### config.mk
export PLATFORM = sky130hd
export DESIGN_NAME = checksum_frame_receiver_flat
export DESIGN_NICKNAME = d
export VERILOG_FILES = /design/src/rtl/core/cfr_pkg.sv /design/src/rtl/core/cfr_channels.sv /design/src/rtl/core/cfr_datapath.sv /design/src/rtl/core/cfr_ctrl.sv /design/src/rtl/core/checksum_frame_receiver.sv /design/src/flat_wrapper.sv
export VERILOG_INCLUDE_DIRS = /design/src /design/src/rtl/core
export SDC_FILE = /design/constraint.sdc
export NUM_CORES = 1
export LEC_CHECK = 0
export ABC_AREA = 1
export CAP_MARGIN = 20
export CORE_MARGIN = 1.5
export CORE_UTILIZATION = 40
export CTS_CLUSTER_SIZE = 40
export DETAILED_ROUTE_END_ITERATION = 6
export DONT_BUFFER_PORTS = 1
export PLACE_DENSITY = 0.51
export SLEW_MARGIN = 25
export SYNTH_ARGS = -nofsm -noshare
export SYNTH_HDL_FRONTEND = slang
export SYNTH_HIERARCHICAL = 1
export SYNTH_SLANG_ARGS = --single-unit
### constraint.sdc
create_clock -name clk -period 5.8 [get_ports clk]
set_clock_uncertainty 0.2 [all_clocks]
set_input_delay 0.29 -clock clk [delete_from_list [all_inputs] [get_ports clk]]
set_output_delay 0.29 -clock clk [all_outputs]
set_load 0.005 [all_outputs]
### src/rtl/core/checksum_frame_receiver_macros.svh
// ----------------------------------------------------------------------------
// Assertion macros for the checksum frame receiver
// Concurrent checks that compile to nothing in synthesis builds.
// ----------------------------------------------------------------------------
`ifndef CHECKSUM_FRAME_RECEIVER_MACROS_SVH
`define CHECKSUM_FRAME_RECEIVER_MACROS_SVH

`ifndef SYNTHESIS

// Hold cons in the same cycle as ante.
`define CFR_ASSERT_IMPLIES(label, clk, rst_n, ante, cons) \
  label: assert property (@(posedge clk) disable iff (!rst_n) (ante) |-> (cons)) \
    else $error("checksum_frame_receiver: assertion failed");

// Hold cons in the cycle after ante.
`define CFR_ASSERT_NEXT(label, clk, rst_n, ante, cons) \
  label: assert property (@(posedge clk) disable iff (!rst_n) (ante) |=> (cons)) \
    else $error("checksum_frame_receiver: assertion failed");

`else

`define CFR_ASSERT_IMPLIES(label, clk, rst_n, ante, cons)
`define CFR_ASSERT_NEXT(label, clk, rst_n, ante, cons)

`endif

`endif

### src/rtl/core/cfr_pkg.sv
// ----------------------------------------------------------------------------
// cfr_pkg
// Constants, status codes and controller/datapath bundles of the receiver.
// ----------------------------------------------------------------------------
`default_nettype none

package cfr_pkg;

  localparam int BUFFER_BYTES = 64;
  localparam int ADDR_W       = $clog2(BUFFER_BYTES);
  localparam int CNT_W        = $clog2(BUFFER_BYTES + 1);
  localparam int PAYLOAD_CAP  = 50;
  localparam int OFF_W        = $clog2(PAYLOAD_CAP + 5);
  localparam int CMP_W        = ((CNT_W > 8) ? CNT_W : 8) + 2;

  localparam logic [7:0] SYNC_BYTE    = 8'hAA;
  localparam logic [7:0] SUM_GOOD     = 8'hFF;
  localparam logic [7:0] FUNC_RESPOND = 8'hB0;
  localparam logic [7:0] FUNC_LAST    = 8'hB3;
  localparam logic [5:0] MAXP_RESET   = 6'd50;
  localparam logic [5:0] MAXP_CAP     = 6'd50;
  localparam int         HDR_BYTES    = 4;

  typedef enum logic [2:0] {
    ST_OK     = 3'd0,
    ST_FORMAT = 3'd1,
    ST_CHECK  = 3'd2,
    ST_SEQ    = 3'd3,
    ST_LENGTH = 3'd4
  } status_t;

  // controller -> datapath
  typedef struct packed {
    logic    store;       // write the accepted byte
    logic    scan_init;   // first candidate, default error
    logic    base_inc;    // next candidate
    logic    off_inc;
    logic    off_clr;
    logic    off_pay;     // point at first payload byte
    logic    ld_fn;
    logic    ld_sq;
    logic    ld_len;
    logic    sum_clr;
    logic    sum_acc;
    logic    ld_chk;
    logic    set_err;
    status_t err_code;
    logic    seq_latch;   // first good checksum starts the sequence
    logic    commit_ok;
    logic    emit_pay;
    logic    emit_fail;
  } cfr_cmd_t;

  // datapath -> controller
  typedef struct packed {
    logic base_end;
    logic is_sync;
    logic hdr_short;
    logic fn_bad;
    logic len_big;
    logic frame_short;
    logic sum_last;
    logic sum_bad;
    logic seq_bad;
    logic pay_last;
    logic len_zero;
    logic out_free;
  } cfr_sts_t;

endpackage

`default_nettype wire

### src/rtl/core/cfr_channels.sv
// ----------------------------------------------------------------------------
// Receiver channels
// Valid/ready channel bundles for bytes in, results out and configuration.
// ----------------------------------------------------------------------------
`default_nettype none

interface cfr_in_if;
  logic       valid;
  logic       ready;
  logic [7:0] rx_byte;
  logic       end_of_buffer;

  modport source (output valid, output rx_byte, output end_of_buffer, input ready);
  modport sink   (input valid, input rx_byte, input end_of_buffer, output ready);
endinterface

interface cfr_out_if;
  logic       valid;
  logic       ready;
  logic [2:0] status;
  logic [7:0] frame_function;
  logic [7:0] frame_sequence;
  logic [5:0] payload_length;
  logic [7:0] frame_check;
  logic [7:0] payload_byte;
  logic       payload_valid;
  logic       last;
  logic [7:0] error_run;
  logic [7:0] expected_sequence;

  modport source (
    output valid, output status, output frame_function, output frame_sequence,
    output payload_length, output frame_check, output payload_byte,
    output payload_valid, output last, output error_run, output expected_sequence,
    input ready
  );
  modport sink (
    input valid, input status, input frame_function, input frame_sequence,
    input payload_length, input frame_check, input payload_byte,
    input payload_valid, input last, input error_run, input expected_sequence,
    output ready
  );
endinterface

interface cfr_cfg_if;
  logic       valid;
  logic       ready;
  logic [5:0] max_payload;

  modport source (output valid, output max_payload, input ready);
  modport sink   (input valid, input max_payload, output ready);
endinterface

`default_nettype wire

### src/rtl/core/cfr_datapath.sv
// ----------------------------------------------------------------------------
// cfr_datapath
// Byte store, scan pointers, header and checksum registers, result stage.
// ----------------------------------------------------------------------------
`default_nettype none
`include "checksum_frame_receiver_macros.svh"

module cfr_datapath (
  input  logic                clk,
  input  logic                rst_n,
  input  cfr_pkg::cfr_cmd_t   cmd,
  output cfr_pkg::cfr_sts_t   sts,
  input  logic [7:0]          in_rx_byte,
  cfr_cfg_if.sink             cfg_ch,
  cfr_out_if.source           out_ch
);

  logic [7:0]                   mem [cfr_pkg::BUFFER_BYTES];
  logic [7:0]                   rd_data_r;
  logic [cfr_pkg::ADDR_W-1:0]   rd_addr;

  logic [cfr_pkg::CNT_W-1:0]    fill_r, fill_nxt;
  logic [cfr_pkg::CNT_W-1:0]    base_r, base_nxt;
  logic [cfr_pkg::OFF_W-1:0]    off_r, off_nxt;
  logic [7:0]                   fn_r, sq_r, len_r, sum_r, chk_r;
  cfr_pkg::status_t             err_r;
  logic                         started_r, started_nxt;
  logic [7:0]                   next_seq_r, next_seq_nxt;
  logic [7:0]                   fail_r, fail_nxt;
  logic [5:0]                   max_payload_r;
  logic [5:0]                   limit;
  logic [7:0]                   eff_seq;
  logic                         store_ok;

  logic                         out_valid_r;
  logic [2:0]                   out_status_r;
  logic [7:0]                   out_fn_r, out_sq_r, out_chk_r, out_pb_r;
  logic [5:0]                   out_len_r;
  logic                         out_pv_r, out_last_r;
  logic [7:0]                   out_run_r, out_exp_r;

  assign cfg_ch.ready = 1'b1;
  assign limit        = (max_payload_r > cfr_pkg::MAXP_CAP) ? cfr_pkg::MAXP_CAP
                                                            : max_payload_r;
  assign eff_seq      = started_r ? next_seq_r : sq_r;
  assign store_ok     = cmd.store && (fill_r < cfr_pkg::CNT_W'(cfr_pkg::BUFFER_BYTES));

  // status towards the controller
  always_comb begin
    sts.base_end    = (base_r >= fill_r);
    sts.is_sync     = (rd_data_r == cfr_pkg::SYNC_BYTE);
    sts.hdr_short   = (cfr_pkg::CMP_W'(base_r) + cfr_pkg::CMP_W'(3)
                       >= cfr_pkg::CMP_W'(fill_r));
    sts.fn_bad      = (fn_r < cfr_pkg::FUNC_RESPOND) || (fn_r > cfr_pkg::FUNC_LAST);
    sts.len_big     = (len_r > {2'b00, limit});
    sts.frame_short = (cfr_pkg::CMP_W'(base_r) + cfr_pkg::CMP_W'(cfr_pkg::HDR_BYTES)
                       + cfr_pkg::CMP_W'(len_r) >= cfr_pkg::CMP_W'(fill_r));
    sts.sum_last    = (cfr_pkg::CMP_W'(off_r) == cfr_pkg::CMP_W'(len_r)
                       + cfr_pkg::CMP_W'(cfr_pkg::HDR_BYTES));
    sts.sum_bad     = (sum_r != cfr_pkg::SUM_GOOD);
    sts.seq_bad     = (eff_seq != sq_r) && (fn_r != cfr_pkg::FUNC_RESPOND);
    sts.pay_last    = (cfr_pkg::CMP_W'(off_r) + cfr_pkg::CMP_W'(1) == cfr_pkg::CMP_W'(len_r)
                       + cfr_pkg::CMP_W'(cfr_pkg::HDR_BYTES));
    sts.len_zero    = (len_r == 8'd0);
    sts.out_free    = !out_valid_r || out_ch.ready;
  end

  // pointers, fill level and sequence bookkeeping
  always_comb begin
    fill_nxt     = fill_r;
    base_nxt     = base_r;
    off_nxt      = off_r;
    started_nxt  = started_r;
    next_seq_nxt = next_seq_r;
    fail_nxt     = fail_r;
    if (store_ok) begin
      fill_nxt = fill_r + cfr_pkg::CNT_W'(1);
    end
    if (cmd.scan_init) begin
      base_nxt = '0;
      off_nxt  = '0;
    end
    if (cmd.base_inc) begin
      base_nxt = base_r + cfr_pkg::CNT_W'(1);
      off_nxt  = '0;
    end
    if (cmd.off_inc) begin
      off_nxt = off_r + cfr_pkg::OFF_W'(1);
    end
    if (cmd.off_clr) begin
      off_nxt = '0;
    end
    if (cmd.off_pay) begin
      off_nxt = cfr_pkg::OFF_W'(cfr_pkg::HDR_BYTES);
    end
    if (cmd.seq_latch) begin
      started_nxt  = 1'b1;
      next_seq_nxt = eff_seq;
    end
    if (cmd.commit_ok) begin
      fail_nxt     = 8'd0;
      next_seq_nxt = (fn_r == cfr_pkg::FUNC_RESPOND) ? eff_seq : eff_seq + 8'd1;
    end
    if (cmd.emit_fail) begin
      fail_nxt = fail_r + 8'd1;
      fill_nxt = '0;
    end
    if (cmd.emit_pay && (sts.len_zero || sts.pay_last)) begin
      fill_nxt = '0;
    end
  end

  // read one byte ahead: address follows the next pointer values
  assign rd_addr = base_nxt[cfr_pkg::ADDR_W-1:0] + cfr_pkg::ADDR_W'(off_nxt);

  always_ff @(posedge clk) begin
    if (store_ok) begin
      mem[fill_r[cfr_pkg::ADDR_W-1:0]] <= in_rx_byte;
    end
    rd_data_r <= mem[rd_addr];
  end

  always_ff @(posedge clk) begin
    if (!rst_n) begin
      fill_r        <= '0;
      started_r     <= 1'b0;
      next_seq_r    <= 8'd0;
      fail_r        <= 8'd0;
      max_payload_r <= cfr_pkg::MAXP_RESET;
      out_valid_r   <= 1'b0;
    end else begin
      fill_r     <= fill_nxt;
      started_r  <= started_nxt;
      next_seq_r <= next_seq_nxt;
      fail_r     <= fail_nxt;
      if (cfg_ch.valid) begin
        max_payload_r <= cfg_ch.max_payload;
      end
      if (cmd.emit_pay || cmd.emit_fail) begin
        out_valid_r <= 1'b1;
      end else if (out_ch.ready) begin
        out_valid_r <= 1'b0;
      end
    end
  end

  always_ff @(posedge clk) begin
    base_r <= base_nxt;
    off_r  <= off_nxt;
    if (cmd.ld_fn) begin
      fn_r <= rd_data_r;
    end
    if (cmd.ld_sq) begin
      sq_r <= rd_data_r;
    end
    if (cmd.ld_len) begin
      len_r <= rd_data_r;
    end
    if (cmd.sum_clr) begin
      sum_r <= 8'd0;
    end else if (cmd.sum_acc) begin
      sum_r <= sum_r + rd_data_r;
    end
    if (cmd.ld_chk) begin
      chk_r <= rd_data_r;
    end
    if (cmd.scan_init) begin
      err_r <= cfr_pkg::ST_FORMAT;
    end else if (cmd.set_err) begin
      err_r <= cmd.err_code;
    end
  end

  // result stage
  always_ff @(posedge clk) begin
    if (cmd.emit_pay) begin
      out_status_r <= cfr_pkg::ST_OK;
      out_fn_r     <= fn_r;
      out_sq_r     <= sq_r;
      out_len_r    <= len_r[5:0];
      out_chk_r    <= chk_r;
      out_pb_r     <= sts.len_zero ? 8'd0 : rd_data_r;
      out_pv_r     <= !sts.len_zero;
      out_last_r   <= sts.len_zero || sts.pay_last;
      out_run_r    <= fail_r;
      out_exp_r    <= next_seq_r;
    end else if (cmd.emit_fail) begin
      out_status_r <= err_r;
      out_fn_r     <= 8'd0;
      out_sq_r     <= 8'd0;
      out_len_r    <= 6'd0;
      out_chk_r    <= 8'd0;
      out_pb_r     <= 8'd0;
      out_pv_r     <= 1'b0;
      out_last_r   <= 1'b1;
      out_run_r    <= fail_r + 8'd1;
      out_exp_r    <= next_seq_r;
    end
  end

  assign out_ch.valid             = out_valid_r;
  assign out_ch.status            = out_status_r;
  assign out_ch.frame_function    = out_fn_r;
  assign out_ch.frame_sequence    = out_sq_r;
  assign out_ch.payload_length    = out_len_r;
  assign out_ch.frame_check       = out_chk_r;
  assign out_ch.payload_byte      = out_pb_r;
  assign out_ch.payload_valid     = out_pv_r;
  assign out_ch.last              = out_last_r;
  assign out_ch.error_run         = out_run_r;
  assign out_ch.expected_sequence = out_exp_r;

  `CFR_ASSERT_IMPLIES(a_fill_range, clk, rst_n, 1'b1, fill_r <= cfr_pkg::CNT_W'(cfr_pkg::BUFFER_BYTES))
  `CFR_ASSERT_IMPLIES(a_fail_single, clk, rst_n, out_valid_r && (out_status_r != cfr_pkg::ST_OK), out_last_r && !out_pv_r)
  `CFR_ASSERT_NEXT(a_commit_clears, clk, rst_n, cmd.commit_ok, fail_r == 8'd0)

endmodule

`default_nettype wire

### src/rtl/core/cfr_ctrl.sv
// ----------------------------------------------------------------------------
// cfr_ctrl
// Sequencer for byte collection, frame scan and result emission.
// ----------------------------------------------------------------------------
`default_nettype none
`include "checksum_frame_receiver_macros.svh"

module cfr_ctrl (
  input  logic                clk,
  input  logic                rst_n,
  input  logic                in_valid,
  input  logic                in_end,
  output logic                in_ready,
  input  cfr_pkg::cfr_sts_t   sts,
  output cfr_pkg::cfr_cmd_t   cmd
);

  typedef enum logic [10:0] {
    S_IDLE = 11'b00000000001,
    S_SCAN = 11'b00000000010,
    S_SYNC = 11'b00000000100,
    S_FN   = 11'b00000001000,
    S_SQ   = 11'b00000010000,
    S_LEN  = 11'b00000100000,
    S_HCHK = 11'b00001000000,
    S_SUM  = 11'b00010000000,
    S_SCHK = 11'b00100000000,
    S_EMIT = 11'b01000000000,
    S_FAIL = 11'b10000000000
  } state_t;

  state_t state_r, state_nxt;

  assign in_ready = (state_r == S_IDLE);

  always_comb begin
    cmd       = '0;
    state_nxt = state_r;
    unique case (state_r)
      S_IDLE: begin
        if (in_valid) begin
          cmd.store = 1'b1;
          if (in_end) begin
            cmd.scan_init = 1'b1;
            state_nxt     = S_SCAN;
          end
        end
      end
      S_SCAN: begin
        state_nxt = sts.base_end ? S_FAIL : S_SYNC;
      end
      S_SYNC: begin
        priority if (!sts.is_sync) begin
          cmd.base_inc = 1'b1;
          state_nxt    = S_SCAN;
        end else if (sts.hdr_short) begin
          cmd.set_err  = 1'b1;
          cmd.err_code = cfr_pkg::ST_FORMAT;
          cmd.base_inc = 1'b1;
          state_nxt    = S_SCAN;
        end else begin
          cmd.off_inc = 1'b1;
          state_nxt   = S_FN;
        end
      end
      S_FN: begin
        cmd.ld_fn   = 1'b1;
        cmd.off_inc = 1'b1;
        state_nxt   = S_SQ;
      end
      S_SQ: begin
        cmd.ld_sq   = 1'b1;
        cmd.off_inc = 1'b1;
        state_nxt   = S_LEN;
      end
      S_LEN: begin
        cmd.ld_len  = 1'b1;
        cmd.off_clr = 1'b1;
        cmd.sum_clr = 1'b1;
        state_nxt   = S_HCHK;
      end
      S_HCHK: begin
        priority if (sts.fn_bad) begin
          cmd.set_err  = 1'b1;
          cmd.err_code = cfr_pkg::ST_FORMAT;
          cmd.base_inc = 1'b1;
          state_nxt    = S_SCAN;
        end else if (sts.len_big) begin
          cmd.set_err  = 1'b1;
          cmd.err_code = cfr_pkg::ST_LENGTH;
          cmd.base_inc = 1'b1;
          state_nxt    = S_SCAN;
        end else if (sts.frame_short) begin
          cmd.set_err  = 1'b1;
          cmd.err_code = cfr_pkg::ST_FORMAT;
          cmd.base_inc = 1'b1;
          state_nxt    = S_SCAN;
        end else begin
          state_nxt = S_SUM;
        end
      end
      S_SUM: begin
        cmd.sum_acc = 1'b1;
        if (sts.sum_last) begin
          cmd.ld_chk  = 1'b1;
          cmd.off_pay = 1'b1;
          state_nxt   = S_SCHK;
        end else begin
          cmd.off_inc = 1'b1;
        end
      end
      S_SCHK: begin
        priority if (sts.sum_bad) begin
          cmd.set_err  = 1'b1;
          cmd.err_code = cfr_pkg::ST_CHECK;
          cmd.base_inc = 1'b1;
          state_nxt    = S_SCAN;
        end else if (sts.seq_bad) begin
          cmd.seq_latch = 1'b1;
          cmd.set_err   = 1'b1;
          cmd.err_code  = cfr_pkg::ST_SEQ;
          cmd.base_inc  = 1'b1;
          state_nxt     = S_SCAN;
        end else begin
          cmd.seq_latch = 1'b1;
          cmd.commit_ok = 1'b1;
          state_nxt     = S_EMIT;
        end
      end
      S_EMIT: begin
        if (sts.out_free) begin
          cmd.emit_pay = 1'b1;
          if (sts.len_zero || sts.pay_last) begin
            state_nxt = S_IDLE;
          end else begin
            cmd.off_inc = 1'b1;
          end
        end
      end
      S_FAIL: begin
        if (sts.out_free) begin
          cmd.emit_fail = 1'b1;
          state_nxt     = S_IDLE;
        end
      end
      default: begin
        state_nxt = S_IDLE;
      end
    endcase
  end

  always_ff @(posedge clk) begin
    if (!rst_n) begin
      state_r <= S_IDLE;
    end else begin
      state_r <= state_nxt;
    end
  end

  `CFR_ASSERT_NEXT(a_fail_to_idle, clk, rst_n, cmd.emit_fail, state_r == S_IDLE)
  `CFR_ASSERT_NEXT(a_end_starts_scan, clk, rst_n, in_valid && in_ready && in_end, state_r == S_SCAN)
  `CFR_ASSERT_IMPLIES(a_emit_needs_room, clk, rst_n, cmd.emit_pay || cmd.emit_fail, sts.out_free)

endmodule

`default_nettype wire

### src/rtl/core/checksum_frame_receiver.sv
// ----------------------------------------------------------------------------
// checksum_frame_receiver
// Collects a received byte buffer and extracts the first valid frame from it.
// ----------------------------------------------------------------------------
// Usage:
//   in_ch  : one request per received byte; end_of_buffer marks the final byte.
//            Bytes beyond the 64-byte store are dropped; their end mark still
//            starts the scan.
//   out_ch : one request per payload byte of the accepted frame, or a single
//            request for an empty payload or a failed scan; last flags the end.
//   cfg_ch : max_payload, always ready; write it only while the block is idle.
// Flow: bytes without end mark stream back to back. The scan reads the store
//   through one registered port, stepping S_SCAN and S_SYNC per non-sync byte,
//   S_SCAN to S_HCHK per header, S_SUM over the frame and its checksum, then
//   S_SCHK. Results leave at one per cycle unless out_ch stalls. in_ch.ready
//   stays low from the end mark until the last result enters the output stage.
// Reset clears the fill level, sequence tracking, error run and the limit
// (back to 50). A stalled out_ch holds the current result and pauses the
// controller; nothing is lost.
// ----------------------------------------------------------------------------
`default_nettype none

module checksum_frame_receiver (
  input  logic       clk,
  input  logic       rst_n,
  cfr_cfg_if.sink    cfg_ch,
  cfr_in_if.sink     in_ch,
  cfr_out_if.source  out_ch
);

  // command and status bundles between sequencer and datapath
  cfr_pkg::cfr_cmd_t cmd;
  cfr_pkg::cfr_sts_t sts;

  // sequencer: handshake on the byte channel, scan and emit ordering
  cfr_ctrl u_ctrl (
    .clk      (clk),
    .rst_n    (rst_n),
    .in_valid (in_ch.valid),
    .in_end   (in_ch.end_of_buffer),
    .in_ready (in_ch.ready),
    .sts      (sts),
    .cmd      (cmd)
  );

  // datapath: byte store, checksum, sequence state and the result register
  cfr_datapath u_datapath (
    .clk        (clk),
    .rst_n      (rst_n),
    .cmd        (cmd),
    .sts        (sts),
    .in_rx_byte (in_ch.rx_byte),
    .cfg_ch     (cfg_ch),
    .out_ch     (out_ch)
  );

endmodule

`default_nettype wire
### src/flat_wrapper.sv
// flat-port wrapper written by rule: the top's interface ports become plain ports
module checksum_frame_receiver_flat 
  (clk, rst_n, cfg_ch_valid, cfg_ch_max_payload, cfg_ch_ready, in_ch_valid, in_ch_rx_byte, in_ch_end_of_buffer, in_ch_ready, out_ch_valid, out_ch_status, out_ch_frame_function, out_ch_frame_sequence, out_ch_payload_length, out_ch_frame_check, out_ch_payload_byte, out_ch_payload_valid, out_ch_last, out_ch_error_run, out_ch_expected_sequence, out_ch_ready);
  cfr_cfg_if cfg_ch_i ();
  cfr_in_if in_ch_i ();
  cfr_out_if out_ch_i ();
  input  logic clk;
  input  logic rst_n;
  input wire logic [$bits(cfg_ch_i.valid)-1:0] cfg_ch_valid;
  input wire logic [$bits(cfg_ch_i.max_payload)-1:0] cfg_ch_max_payload;
  output wire logic [$bits(cfg_ch_i.ready)-1:0] cfg_ch_ready;
  input wire logic [$bits(in_ch_i.valid)-1:0] in_ch_valid;
  input wire logic [$bits(in_ch_i.rx_byte)-1:0] in_ch_rx_byte;
  input wire logic [$bits(in_ch_i.end_of_buffer)-1:0] in_ch_end_of_buffer;
  output wire logic [$bits(in_ch_i.ready)-1:0] in_ch_ready;
  output wire logic [$bits(out_ch_i.valid)-1:0] out_ch_valid;
  output wire logic [$bits(out_ch_i.status)-1:0] out_ch_status;
  output wire logic [$bits(out_ch_i.frame_function)-1:0] out_ch_frame_function;
  output wire logic [$bits(out_ch_i.frame_sequence)-1:0] out_ch_frame_sequence;
  output wire logic [$bits(out_ch_i.payload_length)-1:0] out_ch_payload_length;
  output wire logic [$bits(out_ch_i.frame_check)-1:0] out_ch_frame_check;
  output wire logic [$bits(out_ch_i.payload_byte)-1:0] out_ch_payload_byte;
  output wire logic [$bits(out_ch_i.payload_valid)-1:0] out_ch_payload_valid;
  output wire logic [$bits(out_ch_i.last)-1:0] out_ch_last;
  output wire logic [$bits(out_ch_i.error_run)-1:0] out_ch_error_run;
  output wire logic [$bits(out_ch_i.expected_sequence)-1:0] out_ch_expected_sequence;
  input wire logic [$bits(out_ch_i.ready)-1:0] out_ch_ready;
  assign cfg_ch_i.valid = cfg_ch_valid;
  assign cfg_ch_i.max_payload = cfg_ch_max_payload;
  assign cfg_ch_ready = cfg_ch_i.ready;
  assign in_ch_i.valid = in_ch_valid;
  assign in_ch_i.rx_byte = in_ch_rx_byte;
  assign in_ch_i.end_of_buffer = in_ch_end_of_buffer;
  assign in_ch_ready = in_ch_i.ready;
  assign out_ch_valid = out_ch_i.valid;
  assign out_ch_status = out_ch_i.status;
  assign out_ch_frame_function = out_ch_i.frame_function;
  assign out_ch_frame_sequence = out_ch_i.frame_sequence;
  assign out_ch_payload_length = out_ch_i.payload_length;
  assign out_ch_frame_check = out_ch_i.frame_check;
  assign out_ch_payload_byte = out_ch_i.payload_byte;
  assign out_ch_payload_valid = out_ch_i.payload_valid;
  assign out_ch_last = out_ch_i.last;
  assign out_ch_error_run = out_ch_i.error_run;
  assign out_ch_expected_sequence = out_ch_i.expected_sequence;
  assign out_ch_i.ready = out_ch_ready;
  checksum_frame_receiver u_core (.clk(clk), .rst_n(rst_n), .cfg_ch(cfg_ch_i), .in_ch(in_ch_i), .out_ch(out_ch_i));
endmodule
==> results of run 1 <==
final cells by class:
type	instances	area [um2]	area share (%)
clock buffers	100	2060	5.86
clock inverters	36	322	0.912
inverters	204	776	2.20
multi-input cells	1742	9260	26.3
flip-flops and latches	677	19600	55.5
well taps	959	1200	3.40
repair buffers	180	2060	5.85
report_power, final:
group	total (uW)	internal (uW)	switching, uW
clock network	4600	2650	1950
logic	878	271	607
registers	5460	5400	61.8
synth_stat cells (13+ instances only):
cell type | number | area share (%)
nand4_1 | 20 | 0.42
o21ai_0 | 277 | 4.7
nand3_1 | 150 | 2.5
nor2_1 | 493 | 6.3
inv_1 | 192 | 2.4
ha_1 | 61 | 2.6
clkbuf_1 | 40 | 0.51
xor2_1 | 23 | 0.68
a21oi_1 | 55 | 0.93
buf_2 | 51 | 0.86
o21ai_1 | 81 | 1.4
buf_4 | 17 | 0.43
o22ai_1 | 71 | 1.5
xnor2_1 | 13 | 0.39
nor3_1 | 15 | 0.25
edfxtp_1 | 601 | 61
dfxtp_1 | 76 | 5.2
nand2_1 | 410 | 5.2
per-stage QoR:
stage / TNS [ns] / utilization [%] / power, uW / hold slack [ns] / setup WS, ns
6_report: -2.00 / 48.2 / 10900 / 0.0649 / -0.340
3_3_place_gp: -4.61 / 42.7 / 6260 / 0.164 / -0.671
2_1_floorplan: 0 / - / 5960 / 0.159 / 0.454
4_1_cts: -2.02 / 47.4 / 11000 / 0.0446 / -0.260
3_5_place_dp: -4.69 / 42.7 / 6270 / 0.176 / -0.678
5_1_grt: -4.54 / 48.2 / 11300 / 0.112 / -0.563
worst max-delay path by stage:
stage,start,depth (start not counted),endpoint
after floorplan,u_core/u_datapath/len_r[1]$_DFFE_PP_,37,u_core/u_datapath/rd_data_r[1]$_DFF_P_
after global placement,u_core/u_datapath/len_r[1]$_DFFE_PP_,38,u_core/u_datapath/rd_data_r[6]$_DFF_P_
after detailed placement,u_core/u_datapath/len_r[1]$_DFFE_PP_,37,u_core/u_datapath/rd_data_r[6]$_DFF_P_
after CTS,u_core/u_datapath/len_r[1]$_DFFE_PP_,37,u_core/u_datapath/rd_data_r[5]$_DFF_P_
after global routing,u_core/u_datapath/len_r[1]$_DFFE_PP_,37,u_core/u_datapath/rd_data_r[6]$_DFF_P_
final,u_core/u_datapath/base_r[2]$_DFF_P_,45,u_core/u_ctrl/state_r[1]$_SDFFE_PN0P_
worst max-delay path: cells and delay by family, from the launching register on:
kind	cells	cell delay, ns
flops	1	0.33
buf+inv	27	3.27
xor+xnor	1	0.16
fa+ha+maj	3	0.89
simple gates	14	1.24
per-layer routing:
| metal | global-route usage [%] | up-vias | part of all wire, % |
|---|---|---|---|
| met3 | 3.08 | 130 | 4.7 |
| met1 | 28.5 | 10200 | 44 |
| met2 | 36.0 | 582 | 49 |
| met5 | 0 | - | 0 |
| li1 | - | 9801 | - |
| met4 | 6.19 | 0 | 2.5 |
timing repair:
action	in CTS	in global routing
endpoints found under the hold margin	548	0
endpoints found under the setup margin	8	9
pin swaps	45	58
hold buffers	29	0
setup buffers	31	8
gates cloned	3	5
resized for setup	71	125
logic make-up (layout without fill, tap and decap cells):
logic type                 Yosys count  after routing
and+or+nand+nor                   1129           1129
DFF                                677            677
AOI/OAI and AO/OA                  511            511
buffers and inverters              328            520
adders and majority gates           64             64
xor gates and xnor gates            37             37
other                                1              1
==> impl_metrics.json, run 1 <==
{
  "violations": "design-rule violations, negative setup slack",
  "final_cell_mix": "edfxtp_1, nor2_1, nand2_1",
  "async_reset_ff_share_pct": 0,
  "leakage_uw": 0.0131,
  "ys.flop_type": "edfxtp_1",
  "power.density_nw_per_um2": 310,
  "worst_setup_path_start_kind": "flip-flop",
  "clock-sinks": 677,
  "dr.pass1.iters": 7,
  "grtUsageTotal_pct": 21.3,
  "avgViaCountPerCell": 5.33,
  "synthCells": 2747,
  "fill_cells": 6603,
  "dp_hpwl_um": 50100,
  "syn_nets": 2831,
  "placed_cell_area_um2": 31200,
  "num_io_pins": 82,
  "worstPathArrival_ns": 6.50,
  "critPathMaxStageDelay_ns": 0.33,
  "drc": 8,
  "largest_reg_flops": 512,
  "synth_compound_area_share_pct": 9.20,
  "routedWlPerCell_um": 21.1,
  "worstSkewPairLatency_ns": 0.63,
  "rsz0062_at_grt": "yes",
  "final_layout_size_suffix_gt1_share_pct": 14.9,
  "ff2ff_setup_slack_ns": -0.34,
  "clk_pin_slew_ns": 0.06,
  "reg2reg_to": "u_core/u_ctrl/state_r[1]$_SDFFE_PN0P_",
  "critPathCaptureType": "flip-flop",
  "synth.area.mux_share_pct": 0,
  "clockBufferDepth": 3,
  "crit_top_cell": "buf_4",
  "syn_avg_cell_area_um2": 10.8,
  "design_area_um2": 35300,
  "cap_violations": 0,
  "layout_setup_ws_ns": -0.340,
  "setup_viol": 9,
  "drv_slew": 0,
  "antenna_cells": 0,
  "instances_no_fill": 3898,
  "dr.first_iter.drc_count": 1642,
  "layout_commonest_cell": "edfxtp_1",
  "core_area_um2": 73100,
  "io_buffers": 0,
  "outcome": "finished with violations",
  "area_delta_synth_final_pct": 19.3,
  "period_share_pct": 106,
  "crit_required_ns": 6.16,
  "synth-edff-count": 601,
  "rr_startpoint": "u_core/u_datapath/base_r[2]$_DFF_P_",
  "gr-total-overflow": 0,
  "holdPathEnd": "u_core/u_datapath/fill_r[1]$_SDFFE_PP0P_",
  "fin_nets": 2965,
  "floorplan.initialDensity_pct": 40.4,
  "synthAdderAreaFrac_pct": 2.79,
  "dieArea_um2": 75500,
  "gp_congestion": 0.855,
  "tightest_slew_ns": 0.992,
  "finalHoldViolations": 0,
  "route.vias.total": 20800,
  "hold_depth": 6,
  "worstRegToRegCells": 45,
  "htreeDepth": 3,
  "yosys.area_share.simple_pct": 15.8,
  "synth_seq_cells": 677,
  "cts_buffers": 76,
  "synth.distinct_cells": 52,
  "numPlacedInstances": 3687,
  "finalCriticalPeriod_ns": 6.14,
  "ir_worst_vdd_mv": 0.241,
  "path_max_fanout": 3,
  "dieHeight_um": 275,
  "die_width_um": 275,
  "grt_max_degree": 87,
  "cts_tree": "built",
  "max_freq_mhz": 163,
  "relSlewSlack_pct": 33.7,
  "critical_path_class": "reg2reg",
  "slowest_stage": "dfxtp_1",
  "cts_root_buffer": "clkbuf_16",
  "hp-class": "in2reg",
  "worstHoldStart": "in_ch_valid",
  "yosysSeqAreaShare_pct": 66.2,
  "synth_top_family_by_area": "simple AND/OR/NAND/NOR gates",
  "antenna_found_initial": 0,
  "yosysWarnings": 6,
  "grt_pass1_wl_um": 123000,
  "synth_xor_area_share_pct": 1.12,
  "fp-row-count": 99,
  "grt_pass1_vias": 20400,
  "syn-cell-area_um2": 29500,
  "ant_nets": 0,
  "wl_um": 82200
}
Note: power is estimated with default switching activity, not from simulation.
==> run 2: changes to the inputs <==
--- a/config.mk
+++ b/config.mk
@@ -10,10 +10,12 @@
 export CAP_MARGIN = 20
 export CORE_MARGIN = 1.5
 export CORE_UTILIZATION = 40
+export CTS_BUF_LIST = sky130_fd_sc_hd__clkbuf_4 sky130_fd_sc_hd__clkbuf_8 sky130_fd_sc_hd__clkbuf_16
 export CTS_CLUSTER_SIZE = 40
 export DETAILED_ROUTE_END_ITERATION = 6
 export DONT_BUFFER_PORTS = 1
 export PLACE_DENSITY = 0.51
+export REMOVE_ABC_BUFFERS = 1
 export SLEW_MARGIN = 25
 export SYNTH_ARGS = -nofsm -noshare
 export SYNTH_HDL_FRONTEND = slang
==> impl_metrics.json, run 2 (same netlist as run 1, synthesis figures left out) <==
{
  "finalCriticalPeriod_ns": 5.80,
  "slowest_stage": "fa_4",
  "antenna_found_initial": 2,
  "worstSkewPairLatency_ns": 0.62,
  "gr-total-overflow": 0,
  "finalPower_uw": 11000,
  "grt_pass1_vias": 20400,
  "io_buffers": 0,
  "fp-row-count": 99,
  "p_clk_share_pct": 42.9,
  "cts_root_buffer": "clkbuf_16",
  "tightest_slew_ns": 1.00,
  "wl_um": 81800,
  "fin_nets": 2948,
  "gp_congestion": 0.846,
  "drc": 16,
  "finalHoldViolations": 0,
  "routedWlPerCell_um": 21.1,
  "area_delta_synth_final_pct": 19.2,
  "dieHeight_um": 275,
  "grt_max_degree": 98,
  "final_cell_mix": "edfxtp_1, nor2_1, nand2_1",
  "max_freq_mhz": 173,
  "grtUsageTotal_pct": 21.7,
  "violations": "design-rule violations",
  "largest_reg_flops": 512,
  "core_area_um2": 73100,
  "avgViaCountPerCell": 5.35,
  "final_layout_size_suffix_gt1_share_pct": 14.6,
  "route.vias.total": 20800,
  "drv_slew": 0,
  "cts_buffers": 75,
  "worst_setup_path_start_kind": "flip-flop",
  "fin_util_pct": 48.2,
  "floorplan.initialDensity_pct": 40.4,
  "dr.pass1.iters": 7,
  "htreeDepth": 3,
  "clock-sinks": 677,
  "power_frac_comb_pct": 7.6,
  "die_width_um": 275,
  "relSlewSlack_pct": 33.0,
  "dieArea_um2": 75500,
  "critPathMaxStageDelay_ns": 0.85,
  "layout_commonest_cell": "edfxtp_1",
  "path_max_fanout": 7,
  "seqPwrFrac_pct": 49.5,
  "cts_tree": "built",
  "antenna_cells": 0,
  "crit_top_cell": "nand2_1",
  "clockBufferDepth": 3,
  "dr.first_iter.drc_count": 1827,
  "crit_required_ns": 6.16,
  "p_switching_uw": 2620,
  "cap_violations": 0,
  "rr_startpoint": "u_core/u_datapath/len_r[1]$_DFFE_PP_",
  "intPower_uw": 8410,
  "hp-class": "in2reg",
  "swShare_pct": 23.8,
  "period_share_pct": 99.9,
  "setup_viol": 0,
  "ant_nets": 0,
  "critPathCaptureType": "flip-flop",
  "clk_pin_slew_ns": 0.06,
  "worstHoldStart": "in_ch_valid",
  "outcome": "finished with violations",
  "ir_worst_vdd_mv": 0.318,
  "worstPathArrival_ns": 6.16,
  "num_io_pins": 82,
  "grt_pass1_wl_um": 124000,
  "leakage_uw": 0.0131,
  "dp_hpwl_um": 49900,
  "crit_path_start": "u_core/u_datapath/len_r[1]$_DFFE_PP_",
  "critical_path_class": "reg2reg",
  "rsz0062_at_grt": "yes",
  "power.density_nw_per_um2": 313
}
==> run 2: per-layer routing <==
| layer | GRT usage (%) | wire (um) | vias up |
|---|---|---|---|
| met5 | 0 | 21 | - |
| met1 | 28.7 | 35800 | 10200 |
| li1 | - | - | 9773 |
| met2 | 35.4 | 38400 | 637 |
| met3 | 4.02 | 4570 | 163 |
| met4 | 8.30 | 2980 | 4 |
==> run 2: path summary, 6_finish.rpt <==
kind	slack, ns	to	cells after the start
worst max-delay path	0.004	u_core/u_datapath/rd_data_r[5]$_DFF_P_	37
worst min-delay path	0.07	u_core/u_datapath/fill_r[1]$_SDFFE_PP0P_	6
worst max register to register	0.004	u_core/u_datapath/rd_data_r[5]$_DFF_P_	37
worst min register to register	0.26	u_core/u_datapath/out_ch.expected_sequence[4]$_DFFE_PP_	0
==> run 2: area by class of cell <==
cell class	instances	area [um2]
sequential	677	19600
clock buffer	97	2120
clock inverter	41	348
tap	959	1200
timing repair buffer	164	2110
fill	6653	37900
inverter	204	778
multi-input combinational	1742	9100
==> run 2: stage by stage <==
stage	setup slack [ns]	hold WS [ns]	cells	cell area (um2)	TNS, ns
after floorplan	-5.42	0.159	2623	28900	-43.29
after global placement	-0.539	0.170	3682	31200	-3.71
after detailed placement	-0.561	0.183	3682	31200	-3.84
after CTS	-0.117	0.0259	3877	35000	-0.625
after global routing	-0.432	0.133	3884	35200	-3.07
final	0.00351	0.0739	3884	35200	0
==> run 2: critical path: cells and delay by family, from the launching register on <==
family	cells	cell delay (ns)
adder cells (fa/ha/maj)	5	1.93
AND/OR/NAND/NOR	18	1.70
buffers and inverters	9	0.92
flip-flops	1	0.42
AO/OA/AOI/OAI	4	0.41
XOR/XNOR	1	0.16
==> run 2: timing repair <==
| item | 4_1_cts | 5_1_grt |
|---|---|---|
| hold buffers | 28 | 0 |
| endpoints found under the hold margin | 547 | 0 |
| pin swaps | 46 | 28 |
| buffers inserted | 20 | 6 |
| endpoints found under the setup margin | 8 | 8 |
| cloned | 10 | 2 |
| gates resized for setup | 131 | 41 |
==> run 2: power by group through the flow <==
| stage | Clock [uW] | Sequential (uW) | Combinational, uW |
|---|---|---|---|
| global placement | 0 | 5570 | 691 |
| floorplan | 0 | 5540 | 405 |
| detailed placement | 0 | 5570 | 698 |
| finish | 4740 | 5460 | 834 |
| global route | 5040 | 5470 | 906 |
| CTS | 4840 | 5460 | 823 |
